==> config.mk <==
export PLATFORM = sky130hd
export DESIGN_NAME = motor_position_frame_builder_top
export DESIGN_NICKNAME = d
export VERILOG_FILES = /design/src/hdl/mpfb_pkg.sv /design/src/hdl/mpfb_front.sv /design/src/hdl/mpfb_queue.sv /design/src/hdl/mpfb_back.sv /design/src/hdl/motor_position_frame_builder_top.sv
export SDC_FILE = /design/constraint.sdc
export NUM_CORES = 1
export LEC_CHECK = 0
export ABC_AREA = 1
export ABC_CLOCK_PERIOD_IN_PS = 6100
export BUFFER_PORTS_ARGS = -buffer_cell sky130_fd_sc_hd__buf_2
export CAP_MARGIN = 5
export CORE_MARGIN = 1
export CORE_UTILIZATION = 55
export CTS_CLUSTER_DIAMETER = 30
export CTS_CLUSTER_SIZE = 20
export DETAILED_ROUTE_END_ITERATION = 7
export GPL_TIMING_DRIVEN = 1
export PLACE_DENSITY = 0.75
export SLEW_MARGIN = 20
export SYNTH_ARGS = -nofsm -noshare
export SYNTH_HDL_FRONTEND = slang
export SYNTH_SLANG_ARGS = --single-unit
==> constraint.sdc <==
create_clock -name clk -period 6.1 [get_ports clk]
set_input_delay 1.83 -clock clk [delete_from_list [all_inputs] [get_ports clk]]
set_output_delay 1.83 -clock clk [all_outputs]
set_load 0.01 [all_outputs]
==> src/hdl/mpfb_pkg.sv <==
// ----------------------------------------------------------------------------
// mpfb_pkg
// Shared types, constants and byte/CRC helpers for the motor position
// frame builder.
// ----------------------------------------------------------------------------
package mpfb_pkg;

	// frame layout
	localparam int FrameLen = 23;
	localparam int CrcSpan  = 21;
	localparam int IdxW     = $clog2(FrameLen);

	localparam logic [IdxW-1:0] LastIdx   = IdxW'(FrameLen - 1);
	localparam logic [IdxW-1:0] CrcLoIdx  = IdxW'(CrcSpan);
	localparam logic [IdxW-1:0] CrcHiIdx  = IdxW'(CrcSpan + 1);

	// fixed header bytes
	localparam logic [7:0] FuncWriteMulti = 8'h10;
	localparam logic [7:0] RegAddrHi      = 8'h00;
	localparam logic [7:0] RegAddrLo      = 8'hF6;
	localparam logic [7:0] RegCountHi     = 8'h00;
	localparam logic [7:0] RegCountLo     = 8'h07;
	localparam logic [7:0] DataByteCount  = 8'h0E;

	// crc-16/modbus
	localparam logic [15:0] CrcInit = 16'hFFFF;
	localparam logic [15:0] CrcPoly = 16'hA001;

	// position range thresholds
	localparam int RangeLow  = 82 * 800;
	localparam int RangeHigh = 160 * 800;

	// range codes
	localparam logic [1:0] RangeNone = 2'd0;
	localparam logic [1:0] RangeMid  = 2'd1;
	localparam logic [1:0] RangeOver = 2'd2;

	// motor addresses
	localparam logic [7:0] MotorOne   = 8'd1;
	localparam logic [7:0] MotorTwo   = 8'd2;
	localparam logic [7:0] MotorThree = 8'd3;

	// config register indexes
	localparam logic [1:0] RegGearOne   = 2'd0;
	localparam logic [1:0] RegGearTwo   = 2'd1;
	localparam logic [1:0] RegGearThree = 2'd2;

	localparam logic [9:0] GearOneReset   = 10'd310;
	localparam logic [9:0] GearTwoReset   = 10'd800;
	localparam logic [9:0] GearThreeReset = 10'd100;

	localparam int QueueDepthDefault = 2;

	// one classified command, payload already zeroed for bad addresses
	typedef struct packed {
		logic [7:0]  addr;
		logic        dir;
		logic [15:0] accel;
		logic [15:0] decel;
		logic [15:0] speed;
		logic [15:0] mag;
		logic [1:0]  range;
		logic        kind;
	} cmd_t;

	// frame byte at a data/header offset (crc bytes handled elsewhere)
	function automatic logic [7:0] frame_byte_at(cmd_t e, logic [IdxW-1:0] idx);
		logic [7:0] b;
		case (idx)
			5'd0:    b = e.addr;
			5'd1:    b = FuncWriteMulti;
			5'd2:    b = RegAddrHi;
			5'd3:    b = RegAddrLo;
			5'd4:    b = RegCountHi;
			5'd5:    b = RegCountLo;
			5'd6:    b = DataByteCount;
			5'd8:    b = {7'd0, e.dir};
			5'd9:    b = e.accel[15:8];
			5'd10:   b = e.accel[7:0];
			5'd11:   b = e.decel[15:8];
			5'd12:   b = e.decel[7:0];
			5'd13:   b = e.speed[15:8];
			5'd14:   b = e.speed[7:0];
			5'd15:   b = e.mag[15:8];
			5'd16:   b = e.mag[7:0];
			5'd18:   b = {6'd0, e.range};
			5'd19:   b = {7'd0, e.kind};
			default: b = 8'd0;
		endcase
		return b;
	endfunction

	// fold one byte into the crc, lsb first
	function automatic logic [15:0] crc_byte(logic [15:0] crc, logic [7:0] b);
		logic [15:0] c;
		c = crc ^ {8'd0, b};
		for (int i = 0; i < 8; i++) begin
			c = c[0] ? ((c >> 1) ^ CrcPoly) : (c >> 1);
		end
		return c;
	endfunction

endpackage

==> src/hdl/mpfb_front.sv <==
// ----------------------------------------------------------------------------
// mpfb_front
// Gear scale registers, command accept and classification: selects the
// motor scale, multiplies the angle and builds one queued command.
// ----------------------------------------------------------------------------
module mpfb_front (
	input  logic                clk,
	input  logic                arst_n,
	input  logic                start,
	output logic                busy,
	input  logic                kind,
	input  logic [7:0]          motor_address,
	input  logic [15:0]         accel_rate,
	input  logic [15:0]         decel_rate,
	input  logic [15:0]         top_speed,
	input  logic signed [15:0]  target_angle,
	input  logic                wr_en,
	input  logic [1:0]          wr_index,
	input  logic [9:0]          wr_data,
	output logic                push,
	output mpfb_pkg::cmd_t      push_data,
	input  logic                q_full
);

	logic [9:0] gear_one_q, gear_two_q, gear_three_q;

	logic               vld_s1, vld_s2;
	logic               kind_s1, kind_s2;
	logic [7:0]         addr_s1, addr_s2;
	logic [15:0]        accel_s1, accel_s2;
	logic [15:0]        decel_s1, decel_s2;
	logic [15:0]        speed_s1, speed_s2;
	logic signed [15:0] angle_s1;
	logic [9:0]         scale_s1;
	logic signed [26:0] product_s2;

	logic        accept, s2_free, s1_move, addr_ok;
	logic [9:0]  scale_sel;
	logic [15:0] speed10;
	logic [26:0] abs_val;
	logic [25:0] mag;

	// gear scale registers
	always_ff @(posedge clk or negedge arst_n) begin
		if (!arst_n) begin
			gear_one_q   <= mpfb_pkg::GearOneReset;
			gear_two_q   <= mpfb_pkg::GearTwoReset;
			gear_three_q <= mpfb_pkg::GearThreeReset;
		end else if (wr_en) begin
			unique case (wr_index)
				mpfb_pkg::RegGearOne:   gear_one_q   <= wr_data;
				mpfb_pkg::RegGearTwo:   gear_two_q   <= wr_data;
				mpfb_pkg::RegGearThree: gear_three_q <= wr_data;
				default: ;
			endcase
		end
	end

	// pipeline flow control
	assign push    = vld_s2 && !q_full;
	assign s2_free = !vld_s2 || push;
	assign s1_move = vld_s1 && s2_free;
	assign busy    = vld_s1 && !s2_free;
	assign accept  = start && !busy;

	// motor scale lookup
	always_comb begin
		addr_ok   = 1'b1;
		scale_sel = 10'd0;
		unique case (motor_address)
			mpfb_pkg::MotorOne:   scale_sel = gear_one_q;
			mpfb_pkg::MotorTwo:   scale_sel = gear_two_q;
			mpfb_pkg::MotorThree: scale_sel = gear_three_q;
			default:              addr_ok = 1'b0;
		endcase
	end

	assign speed10 = 16'({top_speed, 3'b000} + {2'b00, top_speed, 1'b0});

	always_ff @(posedge clk or negedge arst_n) begin
		if (!arst_n) begin
			vld_s1 <= 1'b0;
			vld_s2 <= 1'b0;
		end else begin
			if (accept)
				vld_s1 <= 1'b1;
			else if (s1_move)
				vld_s1 <= 1'b0;
			if (s2_free)
				vld_s2 <= vld_s1;
		end
	end

	// stage 1: register the item, payload zeroed for unknown motors
	always_ff @(posedge clk) begin
		if (accept) begin
			kind_s1  <= kind;
			addr_s1  <= addr_ok ? motor_address : 8'd0;
			accel_s1 <= addr_ok ? accel_rate : 16'd0;
			decel_s1 <= addr_ok ? decel_rate : 16'd0;
			speed_s1 <= addr_ok ? speed10 : 16'd0;
			angle_s1 <= target_angle;
			scale_s1 <= scale_sel;
		end
	end

	// stage 2: scaled position
	always_ff @(posedge clk) begin
		if (s1_move) begin
			kind_s2    <= kind_s1;
			addr_s2    <= addr_s1;
			accel_s2   <= accel_s1;
			decel_s2   <= decel_s1;
			speed_s2   <= speed_s1;
			product_s2 <= angle_s1 * $signed({1'b0, scale_s1});
		end
	end

	// magnitude and range code
	assign abs_val = product_s2[26] ? 27'(-product_s2) : 27'(product_s2);
	assign mag     = abs_val[25:0];

	always_comb begin
		push_data       = '0;
		push_data.addr  = addr_s2;
		push_data.dir   = product_s2[26];
		push_data.accel = accel_s2;
		push_data.decel = decel_s2;
		push_data.speed = speed_s2;
		push_data.mag   = mag[15:0];
		push_data.kind  = kind_s2;
		if (mag > 26'(mpfb_pkg::RangeHigh))
			push_data.range = mpfb_pkg::RangeOver;
		else if (mag >= 26'(mpfb_pkg::RangeLow))
			push_data.range = mpfb_pkg::RangeMid;
		else
			push_data.range = mpfb_pkg::RangeNone;
	end

endmodule

==> src/hdl/mpfb_queue.sv <==
// ----------------------------------------------------------------------------
// mpfb_queue
// Small command queue between the classifier and the byte serializer.
// ----------------------------------------------------------------------------
module mpfb_queue #(
	parameter int Depth = mpfb_pkg::QueueDepthDefault
) (
	input  logic           clk,
	input  logic           arst_n,
	input  logic           push,
	input  mpfb_pkg::cmd_t push_data,
	output logic           full,
	input  logic           pop,
	output mpfb_pkg::cmd_t pop_data,
	output logic           not_empty
);

	localparam int PtrW = $clog2(Depth);
	localparam int CntW = $clog2(Depth + 1);

	mpfb_pkg::cmd_t entry_q [Depth];
	logic [PtrW-1:0] wr_ptr_q, rd_ptr_q;
	logic [CntW-1:0] count_q;

	assign full      = (count_q == CntW'(Depth));
	assign not_empty = (count_q != '0);
	assign pop_data  = entry_q[rd_ptr_q];

	// entry storage
	always_ff @(posedge clk) begin
		if (push)
			entry_q[wr_ptr_q] <= push_data;
	end

	// pointers and fill count
	always_ff @(posedge clk or negedge arst_n) begin
		if (!arst_n) begin
			wr_ptr_q <= '0;
			rd_ptr_q <= '0;
			count_q  <= '0;
		end else begin
			if (push)
				wr_ptr_q <= (wr_ptr_q == PtrW'(Depth - 1)) ? '0 : wr_ptr_q + 1'b1;
			if (pop)
				rd_ptr_q <= (rd_ptr_q == PtrW'(Depth - 1)) ? '0 : rd_ptr_q + 1'b1;
			if (push && !pop)
				count_q <= count_q + 1'b1;
			else if (pop && !push)
				count_q <= count_q - 1'b1;
		end
	end

	// no write into a full queue without a pop, no read from an empty one
	a_no_overflow: assert property (@(posedge clk) disable iff (!arst_n)
		!(push && full && !pop)) else $error("queue overflow");
	a_no_underflow: assert property (@(posedge clk) disable iff (!arst_n)
		!(pop && !not_empty)) else $error("queue underflow");

endmodule

==> src/hdl/mpfb_back.sv <==
// ----------------------------------------------------------------------------
// mpfb_back
// Byte serializer: walks one queued command through its 23 frame bytes,
// folding the first 21 into the crc and appending it low byte first.
// ----------------------------------------------------------------------------
module mpfb_back (
	input  logic           clk,
	input  logic           arst_n,
	input  logic           not_empty,
	input  mpfb_pkg::cmd_t pop_data,
	output logic           pop,
	output logic           strobe,
	output logic [7:0]     frame_byte,
	output logic           last_byte
);

	mpfb_pkg::cmd_t             cmd_q;
	logic                       active_q;
	logic [mpfb_pkg::IdxW-1:0]  cnt_q;
	logic [15:0]                crc_q;
	logic                       strobe_q, last_q;
	logic [7:0]                 byte_q;

	logic       at_last;
	logic [7:0] cur_byte;

	assign at_last = (cnt_q == mpfb_pkg::LastIdx);
	assign pop     = not_empty && (!active_q || at_last);

	// current byte of the frame
	always_comb begin
		if (cnt_q == mpfb_pkg::CrcLoIdx)
			cur_byte = crc_q[7:0];
		else if (cnt_q == mpfb_pkg::CrcHiIdx)
			cur_byte = crc_q[15:8];
		else
			cur_byte = mpfb_pkg::frame_byte_at(cmd_q, cnt_q);
	end

	// sequencer control
	always_ff @(posedge clk or negedge arst_n) begin
		if (!arst_n) begin
			active_q <= 1'b0;
			cnt_q    <= '0;
			strobe_q <= 1'b0;
			last_q   <= 1'b0;
		end else begin
			strobe_q <= active_q;
			last_q   <= active_q && at_last;
			if (pop) begin
				active_q <= 1'b1;
				cnt_q    <= '0;
			end else if (active_q) begin
				if (at_last)
					active_q <= 1'b0;
				else
					cnt_q <= cnt_q + 1'b1;
			end
		end
	end

	// command, crc and output byte
	always_ff @(posedge clk) begin
		byte_q <= cur_byte;
		if (pop) begin
			cmd_q <= pop_data;
			crc_q <= mpfb_pkg::CrcInit;
		end else if (active_q && cnt_q < mpfb_pkg::CrcLoIdx) begin
			crc_q <= mpfb_pkg::crc_byte(crc_q, cur_byte);
		end
	end

	assign strobe     = strobe_q;
	assign frame_byte = byte_q;
	assign last_byte  = last_q;

	// frame bytes come out back to back and the counter stays in range
	a_last_strobed: assert property (@(posedge clk) disable iff (!arst_n)
		last_byte |-> strobe) else $error("last byte without strobe");
	a_cnt_range: assert property (@(posedge clk) disable iff (!arst_n)
		active_q |-> (cnt_q <= mpfb_pkg::LastIdx)) else $error("byte index out of range");
	a_no_gap: assert property (@(posedge clk) disable iff (!arst_n)
		(strobe && !last_byte) |=> strobe) else $error("gap inside a frame");

endmodule

==> src/hdl/motor_position_frame_builder_top.sv <==
// ----------------------------------------------------------------------------
// motor_position_frame_builder_top
// Builds a 23-byte Modbus RTU write-multiple-registers frame with CRC-16
// for each motor position command and streams it out a byte at a time.
// ----------------------------------------------------------------------------
// Each command accepted on start (while busy is low) becomes one frame of
// 23 bytes, presented one per clock with strobe high and last_byte marking
// the CRC high byte; the receiver cannot stall, so bytes must be taken as
// they appear. The byte serializer sends all 23 bytes of one command before
// it takes the next, with frames of consecutive commands following with no
// gap. A two-stage classifier and a small command queue (QueueDepth
// entries) sit in front of the serializer, so further commands are taken
// while a frame is still going out; busy rises only once the queue and the
// classifier stages are all holding commands.
// Gear scale registers are written through wr_en/wr_index/wr_data and
// should only change while no command is in flight.
// ----------------------------------------------------------------------------
module motor_position_frame_builder_top #(
	parameter int QueueDepth = mpfb_pkg::QueueDepthDefault
) (
	input  logic               clk,
	input  logic               arst_n,
	input  logic               start,
	output logic               busy,
	input  logic               kind,
	input  logic [7:0]         motor_address,
	input  logic [15:0]        accel_rate,
	input  logic [15:0]        decel_rate,
	input  logic [15:0]        top_speed,
	input  logic signed [15:0] target_angle,
	input  logic               wr_en,
	input  logic [1:0]         wr_index,
	input  logic [9:0]         wr_data,
	output logic               strobe,
	output logic [7:0]         frame_byte,
	output logic               last_byte
);

	logic           push, q_full, pop, q_not_empty;
	mpfb_pkg::cmd_t push_data, pop_data;

	// classifier
	mpfb_front u_front (
		.clk           (clk),
		.arst_n        (arst_n),
		.start         (start),
		.busy          (busy),
		.kind          (kind),
		.motor_address (motor_address),
		.accel_rate    (accel_rate),
		.decel_rate    (decel_rate),
		.top_speed     (top_speed),
		.target_angle  (target_angle),
		.wr_en         (wr_en),
		.wr_index      (wr_index),
		.wr_data       (wr_data),
		.push          (push),
		.push_data     (push_data),
		.q_full        (q_full)
	);

	// command queue
	mpfb_queue #(
		.Depth (QueueDepth)
	) u_queue (
		.clk       (clk),
		.arst_n    (arst_n),
		.push      (push),
		.push_data (push_data),
		.full      (q_full),
		.pop       (pop),
		.pop_data  (pop_data),
		.not_empty (q_not_empty)
	);

	// byte serializer
	mpfb_back u_back (
		.clk        (clk),
		.arst_n     (arst_n),
		.not_empty  (q_not_empty),
		.pop_data   (pop_data),
		.pop        (pop),
		.strobe     (strobe),
		.frame_byte (frame_byte),
		.last_byte  (last_byte)
	);

endmodule

==> flow_summary.html <==
<table>
<tr><th>Metric</th><th>Value</th></tr>
<tr><th colspan="2">Synthesis</th></tr>
<tr><td>Synthesized area per cell</td><td>10.3 sq um</td></tr>
<tr><td>Ys flop type</td><td>edfxtp_1</td></tr>
<tr><td>Post-synth ARST share</td><td>0.0961</td></tr>
<tr><td>Most used standard cells in the synthesized netlist</td><td>665 x nand2_1, 417 x inv_1, 390 x edfxtp_1, 146 x fa_1, 118 x nor2_1</td></tr>
<tr><td>Post-synth top area share</td><td>0.479</td></tr>
<tr><td>Most frequent cell after synthesis</td><td>nand2_1</td></tr>
<tr><td>Total standard cell area after synthesis</td><td>0.0244 sq mm</td></tr>
<tr><td>Cell type with the largest total area after synthesis</td><td>edfxtp_1</td></tr>
<tr><td>Post-synthesis sequential area ratio</td><td>0.545</td></tr>
<tr><td>Synth warn</td><td>0</td></tr>
<tr><td>Count of unique library cells instantiated by Yosys</td><td>42</td></tr>
<tr><td>Top cells by area, synth</td><td>edfxtp_1 48%, fa_1 12%, nand2_1 10%</td></tr>
<tr><td>Number of enable-type register cells in the synthesized netlist</td><td>390</td></tr>
<tr><td>Post-Syn Instances</td><td>2367</td></tr>
<tr><td>#FFs+latches synth</td><td>458</td></tr>
<tr><th colspan="2">Detailed routing</th></tr>
<tr><td>Average wire per cell in the routed design</td><td>15.7 um</td></tr>
<tr><td>Detailed-router iteration count before antenna repair</td><td>5</td></tr>
<tr><td>Detailed-route wire length</td><td>49.6 mm</td></tr>
<tr><td>Final ANT Viol Nets</td><td>0</td></tr>
<tr><td>Remaining routing DRC violations</td><td>0</td></tr>
<tr><td>Via total after detailed routing</td><td>16100</td></tr>
<tr><td>Vias per std cell</td><td>5.09</td></tr>
<tr><td>First-iteration detailed-routing DRC count</td><td>1093</td></tr>
<tr><th colspan="2">Final layout</th></tr>
<tr><td>Area growth from synthesis to layout</td><td>16.8%</td></tr>
<tr><td>Fill cell instance count of the final layout</td><td>3247</td></tr>
<tr><td>Count of inserted antenna diode cells</td><td>0</td></tr>
<tr><td>Nets</td><td>2816</td></tr>
<tr><td>Fraction of final layout cells with drive strength greater than 1</td><td>0.127</td></tr>
<tr><td>Finished Cell Area</td><td>0.0285 sq mm</td></tr>
<tr><th colspan="2">Setup path</th></tr>
<tr><td>Depth of the most critical reg-to-reg path</td><td>21</td></tr>
<tr><td>Kind of critical path</td><td>register to register</td></tr>
<tr><td>Crit path largest cell delay</td><td>0.63 ns</td></tr>
<tr><td>Max stage delay cell, worst path</td><td>edfxtp_1</td></tr>
<tr><td>Critical path depth in cells</td><td>21</td></tr>
<tr><td>Data required, critical path</td><td>6.43 ns</td></tr>
<tr><td>Highest fanout seen on the critical path</td><td>16</td></tr>
<tr><td>Largest delay contributor family on the critical path</td><td>adder cells</td></tr>
<tr><td>Cell chain of the critical path</td><td>nand2_1, inv_1, fa_1, inv_1, fa_1, inv_1, fa_1, fa_1, inv_1, fa_1, inv_1, ha_1, a21oi_1, o21ai_1, a31oi_1, o21ai_1, a21boi_0, o21ai_0, nand3_1, nand2_1, xor2_1</td></tr>
<tr><td>Endpoint arrival time on the critical path</td><td>6.12 ns</td></tr>
<tr><td>Count of buffering cells on the critical path with inverters included</td><td>5</td></tr>
<tr><td>Setup crit start kind</td><td>register</td></tr>
<tr><td>Critical path capture point type</td><td>register</td></tr>
<tr><th colspan="2">Global route</th></tr>
<tr><td>Global-route wire length before repair</td><td>81.7 mm</td></tr>
<tr><td>Combined global-route utilization of all metal layers</td><td>0.231</td></tr>
<tr><td>Congestion Overflow GR</td><td>0</td></tr>
<tr><td>Vias in the first global route</td><td>16600</td></tr>
<tr><td>Largest net degree at the start of global routing</td><td>77</td></tr>
<tr><td>Antenna violations before repair</td><td>0</td></tr>
<tr><th colspan="2">STA</th></tr>
<tr><td>Number of setup violations in the final report</td><td>0</td></tr>
<tr><td>Final period demand of the worst path</td><td>5.79 ns</td></tr>
<tr><td>Post-Route Hold Slack</td><td>0.382 ns</td></tr>
<tr><td>Pin slew with the least headroom to its limit</td><td>1.07 ns</td></tr>
<tr><td>Final worst path period share</td><td>0.949</td></tr>
<tr><td>Unrepaired setup endpoints after global routing</td><td>no</td></tr>
<tr><td>Number of pins with negative max-slew slack in the final report</td><td>0</td></tr>
<tr><td>Maximum achievable frequency</td><td>173 MHz</td></tr>
<tr><td>Worst slew slack as a fraction of its limit</td><td>0.290</td></tr>
<tr><td>Post-route clock skew</td><td>0.0370 ns</td></tr>
<tr><td>Min setup slack post-route</td><td>0.312 ns</td></tr>
<tr><td>Accumulated negative setup slack</td><td>0 ns</td></tr>
<tr><td>Final Hold Fails</td><td>0</td></tr>
<tr><th colspan="2">Pwr</th></tr>
<tr><td>Maximum vdd ir drop</td><td>0.391 mV</td></tr>
<tr><td>Ratio of total power to cell area</td><td>611 mW/mm^2</td></tr>
<tr><td>Leakage dissipation</td><td>13.3 nW</td></tr>
<tr><th colspan="2">Clock tree</th></tr>
<tr><td>Inserted Clock Buffers</td><td>86</td></tr>
<tr><td>TritonCTS clock tree</td><td>built</td></tr>
<tr><td>Maximum number of buffers from clock root to sink</td><td>3</td></tr>
<tr><td>Clk_lat worst skew</td><td>0.62 ns</td></tr>
<tr><td>Count of H-tree levels built during CTS</td><td>3</td></tr>
<tr><td>Root Driver</td><td>clkbuf_16</td></tr>
<tr><td>Clock slew at reported path FFs</td><td>0.06 ns</td></tr>
<tr><td>Clock sink count</td><td>458</td></tr>
<tr><th colspan="2">Die</th></tr>
<tr><td>Io pins</td><td>100</td></tr>
<tr><td>Number of placement rows</td><td>76</td></tr>
<tr><td>Area enclosed by the die boundary</td><td>0.0453 sq mm</td></tr>
<tr><td>Width of the chip</td><td>213 um</td></tr>
<tr><td>Core outline area</td><td>0.0435 sq mm</td></tr>
<tr><td>Starting density of the core</td><td>0.562</td></tr>
<tr><td>Die height</td><td>213 um</td></tr>
<tr><th colspan="2">Place</th></tr>
<tr><td>Final Wtd Congestion</td><td>0.934</td></tr>
<tr><td>Half-perimeter wire length after detailed placement</td><td>33.6 mm</td></tr>
<tr><td>IO buf count</td><td>98</td></tr>
<tr><td>Worst slack, placed</td><td>0.333 ns</td></tr>
<tr><td>Placed cell areas</td><td>0.0255 sq mm</td></tr>
<tr><th colspan="2">Worst hold path</th></tr>
<tr><td>Min-Delay Path Class</td><td>register to register</td></tr>
<tr><td>Worst hold path stage count</td><td>0</td></tr>
<tr><th colspan="2">Outcome</th></tr>
<tr><td>Result of the run</td><td>complete, no violations</td></tr>
<tr><th colspan="2">Job</th></tr>
<tr><td>Number of max-capacitance violations reported</td><td>0</td></tr>
</table>
-- final cells by class --
class                           count  area, sq um  share of cell area
Inverter                          435         1640              0.0573
Sequential cell                   458        13300               0.466
Clock inverter                     64          736              0.0258
Multi-Input combinational cell   1399         9220               0.323
Clock buffer                       97         2230              0.0783
Timing Repair Buffer              121          678              0.0238
Tap cell                          585          732              0.0256
-- final timing paths --
kind / startpoint / end / slack, ns
setup / recovery: u_front.scale_s1[6]$_DFFE_PP_ / u_front.product_s2[21]$_DFFE_PP_ / 0.31
hold / removal: u_back.active_q$_DFF_PN0_ / u_back.strobe$_DFF_PN0_ / 0.38
setup reg to reg: u_front.scale_s1[6]$_DFFE_PP_ / u_front.product_s2[21]$_DFFE_PP_ / 0.31
hold reg to reg: u_back.active_q$_DFF_PN0_ / u_back.strobe$_DFF_PN0_ / 0.38
max in group asynchronous: arst_n / u_queue.rd_ptr_q$_DFFE_PN0P_ / 4.43
min in group asynchronous: arst_n / u_front.gear_one_q[7]$_DFFE_PN0P_ / 1.22
-- cells in the final DEF (no fill, tap or decap), drive strengths merged, types with 56 or more instances in the layout --
cell type	n
nand2	675
inv	448
edfxtp	390
fa	146
nor2	126
buf	121
nand3	98
clkbuf	97
ha	80
o21ai	79
a21oi	56
-- report_power, final --
part / internal, mW / switching, mW
Combinational: 2.57 / 4.65
Clock: 3.08 / 1.67
Sequential: 5.02 / 0.463
Total: 10.7 / 6.78
-- registers in the layout (all words and copies together) (netlist names), 16 cells and up --
register,flops
u_queue.entry_q,150
u_front.decel_s2,16
u_front.accel_s1,16
u_front.accel_s2,16
u_front.decel_s1,16
u_back.crc_q,16
u_front.angle_s1,16
u_back.cmd_q,75
u_front.product_s2,27
-- cell families (layout without fill, tap and decap cells) --
kind of cell	count (synthesis)	count (layout)	synth area share
buf+inv	515	717	0.0799
xor+xnor	55	55	0.0197
simple gates	949	949	0.159
other cells	1	6	0.000154
flops	458	458	0.545
compound gates	163	163	0.0363
fa+ha+maj	226	226	0.161
-- per-layer routing --
metal / vias to the layer above / GRT usage / part of all wire
li1: 7785 / - / -
met4: 0 / 0.0789 / 0.025
met1: 7764 / 0.287 / 0.42
met3: 91 / 0.0418 / 0.044
met5: - / 0 / 0
met2: 429 / 0.407 / 0.51
-- timing repair --
action | CTS | global route
buffers inserted | 0 | 7
setup endpoints to repair | 0 | 2
hold buffers | 0 | 0
gates resized for setup | 0 | 0
hold endpoints to repair | 0 | 0
-- worst register-to-register path, stage by stage, from the launching register on --
cell and delay (ns):
edfxtp_1 0.63, nand2_1 0.14, inv_1 0.06, fa_1 0.51, inv_1 0.05, fa_1 0.47
inv_1 0.06, fa_1 0.51, fa_1 0.55, inv_1 0.06, fa_1 0.54, inv_1 0.04
ha_1 0.37, a21oi_1 0.22, o21ai_1 0.14, a31oi_1 0.23, o21ai_1 0.12, a21boi_0 0.31
o21ai_0 0.20, nand3_1 0.10, nand2_1 0.06, xor2_1 0.14
-- through the flow --
stage	power (mW)	std cells	util
floorplan	11.0	2372	-
global placement	12.4	2990	0.587
detailed placement	12.7	2990	0.587
CTS	17.6	3151	0.655
global route	18.9	3159	0.657
finish	17.4	3159	0.657
Note: power is estimated with default switching activity, not from simulation.
